===== src/rtl/flht_pkg.sv =====
// shared types and constants for the fan level hysteresis table
`timescale 1ns / 1ps

package flht_pkg;

	localparam int LEVELS_DEF = 7;
	localparam int ROW_COUNT  = 7;
	localparam int PCT_W      = 7;
	localparam int RPM_W      = 13;
	localparam int LVL_W      = 3;
	localparam int ROW_W      = 27;
	localparam int CFG_IDX_W  = 3;

	localparam logic [PCT_W-1:0] MAX_PCT = 7'd100;

	// one table row, on threshold in the top bits
	typedef struct packed {
		logic [PCT_W-1:0] on;
		logic [PCT_W-1:0] off;
		logic [RPM_W-1:0] rpm;
	} row_t;

	// next level decision handed from the select logic to the top level
	typedef struct packed {
		logic [LVL_W-1:0] level;
		logic [PCT_W-1:0] pct;
		logic [RPM_W-1:0] rpm;
	} next_t;

	localparam row_t ROW_RESET [ROW_COUNT] = '{
		row_t'(27'd24576),
		row_t'(27'd33582008),
		row_t'(27'd68595116),
		row_t'(27'd78106328),
		row_t'(27'd86569064),
		row_t'(27'd96072084),
		row_t'(27'd105583396)
	};

endpackage


===== src/rtl/flht_regs.sv =====
// table row registers written through the configuration port
`timescale 1ns / 1ps

module flht_regs
	import flht_pkg::*;
#(
	parameter int LEVELS = LEVELS_DEF
) (
	input  logic                 clk,
	input  logic                 arst_n,
	input  logic                 cfg_we,
	input  logic [CFG_IDX_W-1:0] cfg_index,
	input  logic [ROW_W-1:0]     cfg_data,
	output row_t                 rows [LEVELS]
);

	row_t rows_q [LEVELS];

	for (genvar k = 0; k < LEVELS; k++) begin : g_row
		always_ff @(posedge clk or negedge arst_n) begin
			if (!arst_n) begin
				rows_q[k] <= ROW_RESET[k];
			end else if (cfg_we && (cfg_index == CFG_IDX_W'(k))) begin
				rows_q[k] <= row_t'(cfg_data);
			end
		end
		assign rows[k] = rows_q[k];
	end

endmodule


===== src/rtl/flht_select.sv =====
// next level pick: saturation, threshold compares and priority chains
`timescale 1ns / 1ps

module flht_select
	import flht_pkg::*;
#(
	parameter int LEVELS = LEVELS_DEF
) (
	input  logic [PCT_W-1:0] pct_raw,
	input  logic [LVL_W-1:0] level_now,
	input  logic [PCT_W-1:0] last_demand,
	input  row_t             rows [LEVELS],
	output next_t            nxt
);

	localparam int IDX_W = (LEVELS > 1) ? $clog2(LEVELS) : 1;

	logic [PCT_W-1:0] pct;
	logic [LVL_W-1:0] lvl_up;
	logic [LVL_W-1:0] lvl_dn;
	logic [LVL_W-1:0] lvl_sel;
	logic             climbing;
	logic             found;

	assign pct = (pct_raw > MAX_PCT) ? MAX_PCT : pct_raw;

	// climb through consecutive levels above the current one
	always_comb begin
		lvl_up   = level_now;
		climbing = 1'b1;
		for (int k = 1; k < LEVELS; k++) begin
			if ((LVL_W'(k) > level_now) && climbing) begin
				if (pct >= rows[k].on) begin
					lvl_up = LVL_W'(k);
				end else begin
					climbing = 1'b0;
				end
			end
		end
	end

	// highest level at or below the current one whose off threshold is exceeded
	always_comb begin
		lvl_dn = '0;
		found  = 1'b0;
		for (int j = LEVELS - 1; j > 0; j--) begin
			if ((LVL_W'(j) <= level_now) && !found && (pct > rows[j].off)) begin
				lvl_dn = LVL_W'(j);
				found  = 1'b1;
			end
		end
	end

	always_comb begin
		if (pct < last_demand) begin
			lvl_sel = lvl_dn;
		end else if (pct > last_demand) begin
			lvl_sel = lvl_up;
		end else begin
			lvl_sel = level_now;
		end
	end

	assign nxt.level = lvl_sel;
	assign nxt.pct   = pct;
	assign nxt.rpm   = rows[lvl_sel[IDX_W-1:0]].rpm;

endmodule


===== src/rtl/fan_level_hysteresis_table.sv =====
// top level of the fan level hysteresis table
//
//  channel   direction  handshake            payload
//  s_*       in         s_tvalid / s_tready  s_tdata: demand_pct
//  m_*       out        m_tvalid / m_tready  m_tdata: target_rpm, fan_level
//  cfg_*     in         cfg_we               cfg_index selects row, cfg_data row word
//
// one item per clock sustained while m_tready stays high; an input transfer loads the
// input register, which then loads the result register that drives m_tvalid
// the level and previous demand registers update as the result register loads,
// so the next item sees them with no bubble
// a stalled output holds the result register; the input register still takes
// one more transfer behind it
// reset clears the level, the previous demand and both valid flags, and loads
// the default table rows
`timescale 1ns / 1ps

module fan_level_hysteresis_table
	import flht_pkg::*;
#(
	parameter int LEVELS = LEVELS_DEF
) (
	input  logic                 clk,
	input  logic                 arst_n,
	input  logic                 s_tvalid,
	output logic                 s_tready,
	input  logic [7:0]           s_tdata,   // [6:0] demand_pct, [7] zero
	output logic                 m_tvalid,
	input  logic                 m_tready,
	output logic [15:0]          m_tdata,   // [12:0] target_rpm, [15:13] fan_level
	input  logic                 cfg_we,
	input  logic [CFG_IDX_W-1:0] cfg_index,
	input  logic [ROW_W-1:0]     cfg_data
);

	// table rows
	row_t rows [LEVELS];

	// input stage
	logic             valid_s1;
	logic [PCT_W-1:0] pct_s1;

	// result stage
	logic             valid_s2;
	logic [RPM_W-1:0] rpm_s2;
	logic [LVL_W-1:0] level_s2;

	// hysteresis state
	logic [LVL_W-1:0] level_q;
	logic [PCT_W-1:0] demand_q;

	next_t nxt;
	logic  advance;
	logic  s_fire;

	flht_regs #(
		.LEVELS(LEVELS)
	) u_regs (
		.clk      (clk),
		.arst_n   (arst_n),
		.cfg_we   (cfg_we),
		.cfg_index(cfg_index),
		.cfg_data (cfg_data),
		.rows     (rows)
	);

	flht_select #(
		.LEVELS(LEVELS)
	) u_select (
		.pct_raw    (pct_s1),
		.level_now  (level_q),
		.last_demand(demand_q),
		.rows       (rows),
		.nxt        (nxt)
	);

	// input stage moves on when the result register is free or being drained
	assign advance  = valid_s1 && (!valid_s2 || m_tready);
	assign s_tready = !valid_s1 || advance;
	assign s_fire   = s_tvalid && s_tready;

	always_ff @(posedge clk or negedge arst_n) begin
		if (!arst_n) begin
			valid_s1 <= 1'b0;
		end else if (s_fire) begin
			valid_s1 <= 1'b1;
		end else if (advance) begin
			valid_s1 <= 1'b0;
		end
	end

	always_ff @(posedge clk) begin
		if (s_fire) begin
			pct_s1 <= s_tdata[PCT_W-1:0];
		end
	end

	// state follows the item that enters the result register
	always_ff @(posedge clk or negedge arst_n) begin
		if (!arst_n) begin
			level_q  <= '0;
			demand_q <= '0;
			valid_s2 <= 1'b0;
		end else begin
			if (advance) begin
				level_q  <= nxt.level;
				demand_q <= nxt.pct;
				valid_s2 <= 1'b1;
			end else if (m_tready) begin
				valid_s2 <= 1'b0;
			end
		end
	end

	always_ff @(posedge clk) begin
		if (advance) begin
			rpm_s2   <= nxt.rpm;
			level_s2 <= nxt.level;
		end
	end

	assign m_tvalid = valid_s2;
	assign m_tdata  = {level_s2, rpm_s2};

`ifndef NO_ASSERTIONS
	// level state stays inside the table
	a_level_range: assert property (@(posedge clk) disable iff (!arst_n)
		level_q < LVL_W'(LEVELS))
		else $error("level state beyond table");

	// stored demand is always saturated
	a_demand_sat: assert property (@(posedge clk) disable iff (!arst_n)
		demand_q <= MAX_PCT)
		else $error("stored demand above saturation limit");

	// the shown level and the level state agree after each load
	a_state_match: assert property (@(posedge clk) disable iff (!arst_n)
		advance |=> (level_q == m_tdata[15:13]))
		else $error("result level differs from level state");

	// a full input stage behind a stalled result takes no transfer
	a_no_overwrite: assert property (@(posedge clk) disable iff (!arst_n)
		(valid_s1 && valid_s2 && !m_tready) |-> !s_tready)
		else $error("input stage accepts while blocked");
`endif

endmodule

===== config.mk =====
export PLATFORM = sky130hd
export DESIGN_NAME = fan_level_hysteresis_table
export DESIGN_NICKNAME = d
export VERILOG_FILES = /design/src/rtl/flht_pkg.sv /design/src/rtl/flht_regs.sv /design/src/rtl/flht_select.sv /design/src/rtl/fan_level_hysteresis_table.sv
export SDC_FILE = /design/constraint.sdc
export NUM_CORES = 1
export LEC_CHECK = 0
export CORE_MARGIN = 2
export CORE_UTILIZATION = 50
export DETAILED_ROUTE_END_ITERATION = 12
export DONT_BUFFER_PORTS = 1
export SYNTH_ARGS = -nofsm -noshare
export SYNTH_HDL_FRONTEND = slang
export SYNTH_HIERARCHICAL = 1
export SYNTH_SLANG_ARGS = --single-unit

===== constraint.sdc =====
create_clock -name clk -period 10.3 [get_ports clk]
set_input_delay 2.06 -clock clk [delete_from_list [all_inputs] [get_ports clk]]
set_output_delay 2.06 -clock clk [all_outputs]
set_load 0.02 [all_outputs]

# --- Word-level counts from Yosys, hierarchy flattened ---
# Index checks and enable logic that the tools add are counted.
# Widths: inputs -> output; s select.
word_totals:
  reg_bits: 224
  out_inout_bits: 18
  inputBits: 43
classes:
  n_eq_ne: 6
  bitwise_logic: 1
  n_reduce_logical: 37
  muxes: 43
  n_lt_le_gt_ge: 28
op_table:
  columns: ["operator", "n"]
  rows:
  - ["$bmux 27 s3", 1]
  - ["$mux 3", 20]
  - ["$gt 7x7->1", 7]
  - ["$ge 7x7->1", 6]
  - ["$mux 13", 2]
  - ["$logic_and 1x1->1", 25]
  - ["$mux 1", 19]
  - ["$eq 3x3->1 const B", 3]
  - ["$gt 3x3->1 const A", 3]
  - ["$le 3x3->1 const A", 3]
  - ["$gt 7x7->1 const B", 1]
  - ["$logic_not 1->1", 7]
  - ["$lt 7x7->1", 1]
  - ["$mux 7", 1]
  - ["$eq 3x2->1 const B", 2]
  - ["$gt 2x3->1 const A", 2]
  - ["$le 2x3->1 const A", 2]
  - ["$ge 4x4->1 const B", 1]
  - ["$not 3->4", 1]
  - ["$reduce_bool 2->1", 2]
  - ["$eq 3x1->1 const B", 1]
  - ["$gt 1x3->1 const A", 1]
  - ["$le 1x3->1 const A", 1]
  - ["$logic_not 3->1", 1]
  - ["$logic_or 1x1->1", 2]

# --- Logic depth before layout (Yosys ltp) ---
depth:
  depth_word: 30
  depth_mapped: 15
  ltp_nobuf: 12

# --- Cells and area by module ---
# Netlist, hierarchy kept.
modules_own_cells:
  columns: ["mod", "n_inst", "area_each_um2", "cells_each", "seq_area_each_um2"]
  rows:
  - ["flht_regs", 1, 7185.6, 406, 4825.9]
  - ["flht_select", 1, 3555.9, 452, 0.0]
  - ["fan_level_hysteresis_table", 1, 1199.9, 53, 991.0]

# --- Worst setup path before layout ---
# OpenSTA, ideal clock, no wires.
synth_timing:
  path_type: "input -> output"
  start: "input m_tready"
  end: "output s_tready"
  n_path_buf: 0
  path_stages: 1
  t_arrival_ns: 2.338
  setup_slack_ns: 5.902
  path_cell_list: "nand3b_1"
synth_via:
  elab_chain_cells: 3
synth_rtl:
  columns: ["item", "line_no", "rtl"]
  rows:
  - ["from (decl)", "fan_level_hysteresis_table.sv:29", "input logic m_tready,"]
  - ["$logic_or 1x1->1", "fan_level_hysteresis_table.sv:78", "assign advance = valid_s1 && (!valid_s2 || m_tready);"]
  - ["$logic_and 1x1->1", "fan_level_hysteresis_table.sv:78", null]
  - ["$logic_or 1x1->1", "fan_level_hysteresis_table.sv:79", "assign s_tready = !valid_s1 || advance;"]
  - ["to (decl)", "fan_level_hysteresis_table.sv:26", "output logic s_tready,"]
# No other way between the ends.

==> metrics.md <==
| Metric | Value |
|---|---|
| Worst Setup Slack post-DPL | 4.85 ns |
| Synth Warn # | 6 |
| CP endpoint kind | flip-flop |
| Worst Setup EP | rpm_s2[11]$_DFFE_PP_ |
| Gate power share | 31.9% |
| All-Layer GR Usage | 21.4% |
| Antenna diode count | 0 |
| Placed Area | 11,600 um^2 |
| Setup TNS | 0 ns |
| Storage element area | 5460 um^2 |
| IO Pins | 61 |
| Fin area | 12,400 um^2 |
| Nets | 1,007 |
| Setup WS post-layout | 4.89 ns |
| CTS resizes | 0 |
| Slew @ Worst Pin | 0.912 ns |
| Fin crit period | 5.41 ns |
| Clock sink total | 210 |
| Wirelength, routed | 25.1 mm |
| CP Max Fanout | 29 |
| Final ANT Viol Nets | 0 |
| Die X-Extent | 155 um |
| Commonest cells after routing, fill and taps aside | mux2_2, dfrtp_1, ha_1 |
| Dpl cells | 1,140 |
| Status | complete, no violations |
| Clock Skew | 0.00947 ns |
| Largest net degree at the start of global routing | 188 |
| R2R Path End | rpm_s2[11]$_DFFE_PP_ |
| DRT Pass-1 Iters | 6 |
| # setup viols final | 0 |
| Hold_buf cts | 0 |
| Critical Path AT | 5.81 ns |
| Vias in the first global route | 7,631 |
| Vias | 6,943 |
| CP Data Required Time | 10.69 ns |
| Initial antenna violation count | 0 |
| Pleak | 5.60 nW |
| R2r worst-path depth | 13 |
| Layout area overhead | 8.71% |
| Syn Nets | 1,008 |
| Critical path type | reg -> reg |
| DRC errors left | 0 |
| Worst Hold Class | reg -> reg |
| Critical Path Start | pct_s1[5]$_DFFE_PP_ |
| Fmax | 185 MHz |
| CTS buffer count | 24 |
| Rel. slew slack | 39.1% |
| Initial Util | 50.7% |
| Max cap viols | 0 |
| Die height | 155 um |
| CTS Root Cell | clkbuf_16 |
| Clk pwr share | 26.8% |
| Fill cells | 1,880 |
| WL per Instance | 21.2 um |
| CTS tree | built |
| Core area | 22,500 um^2 |
| GRT Residual Overflow | 0 |
| Final Util | 55.2% |
| Internal | 2.07 mW |
| Pwr Total | 3.08 mW |
| Hold slack | 0.489 ns |
| Power per Cell Area | 248 nW/um^2 |
| Hold Vio Cnt, Final | 0 |
| Setup bufs post-CTS | 0 |
| IO buf count | 0 |
| First-pass GRT wire length | 40.4 mm |
| Clk Latency, worst-skew pair | 0.53 ns |
| Layout cells sized above 1 | 37.4% |
| Multi-input gate area | 5440 um^2 |
| Critical R2R Launch | pct_s1[5]$_DFFE_PP_ |
| Vias per cell | 5.86 |
| Sw frac | 33.0% |
| H-tree depth | 1 |
| Syn Area/Cell | 12.9 um^2 |
| Most common cell after layout, fill and taps aside | mux2_2 |
| Clock-pin slew on the worst setup and hold paths | 0.06 ns |
| R2R setup slack | 4.89 ns |
| Seq pwr share | 41.2% |
| Dpl hpwl | 15.8 mm |
| Sw Pwr | 1.02 mW |
| RSZ-0062 raised after global routing | false |
| CP Launch Type | flip-flop |
| Initial DRC count | 301 |
| Die Area | 24,100 um^2 |
| CTS Buffer Depth | 3 |
| Max VDD drop | 0.179 mV |
| Fin cells | 1,184 |
| Final Cycle Share | 52.5% |
| FP Rows | 55 |
| GPL Wtd Cong | 0.761 |
| Max-slew violation count | 0 |
| Post-Syn Area | 11,400 um^2 |
| Syn Inst Count | 882 |
==> state kept, by name, summed over array words and instances (netlist names) <==
register     flops
u_regs/rows    175
rpm_s2          13
demand_q         7
pct_s1           7
level_q          3
level_s2         3
m_tvalid         1
valid_s1         1
==> final cells by class <==
class / instances / share of cell area [%]
flip-flops and latches: 210 / 44.0
clock inverters: 10 / 0.645
inverters: 77 / 2.33
multi-input cells: 558 / 43.8
clock buffers: 34 / 5.70
well taps: 285 / 2.87
repair buffers: 10 / 0.605
==> critical path: stages (launching register included) <==
cell and delay, ns:
edfxtp_1 0.87, a21bo_2 0.58, inv_1 0.36, ha_1 0.30
a21o_1 0.18, a211o_1 0.31, a41oi_2 0.26, or4b_1 0.18
a22oi_2 0.06, o31a_1 0.36, o31ai_4 0.20, buf_4 0.45
nor3b_4 0.82, a221o_1 0.30
==> power by group through the flow <==
| stage | clock (mW) | combinational [mW] | sequential (mW) |
|---|---|---|---|
| 6_report | 0.827 | 0.985 | 1.27 |
| 5_1_grt | 0.881 | 1.09 | 1.30 |
| 4_1_cts | 0.851 | 0.990 | 1.27 |
| 3_5_place_dp | 0 | 0.981 | 1.29 |
| 3_3_place_gp | 0 | 0.945 | 1.27 |
| 2_1_floorplan | 0 | 0.844 | 1.23 |
==> layer usage <==
layer  track usage, %  up-vias  part of all wire (%)
met5                0        -                     0
met4             5.91        0                   2.7
met3             3.62       44                   3.6
met2             39.1      104                    51
met1             26.0     3577                    42
li1                 -     3218                     -
==> how the worst min path moves through the flow <==
stage	start	end	slack [ns]	cells after the start
after floorplan	u_regs/rows[166]$_DFFE_PN0P_	u_regs/rows[166]$_DFFE_PN0P_	0.46	1
after global placement	u_regs/rows[169]$_DFFE_PN0P_	u_regs/rows[169]$_DFFE_PN0P_	0.47	1
after detailed placement	u_regs/rows[170]$_DFFE_PN0P_	u_regs/rows[170]$_DFFE_PN0P_	0.48	1
after CTS	u_regs/rows[170]$_DFFE_PN0P_	u_regs/rows[170]$_DFFE_PN0P_	0.49	1
after global routing	u_regs/rows[64]$_DFFE_PN0P_	u_regs/rows[64]$_DFFE_PN0P_	0.51	1
final	u_regs/rows[170]$_DFFE_PN0P_	u_regs/rows[170]$_DFFE_PN0P_	0.49	1
Note: power is estimated with default switching activity, not from simulation.
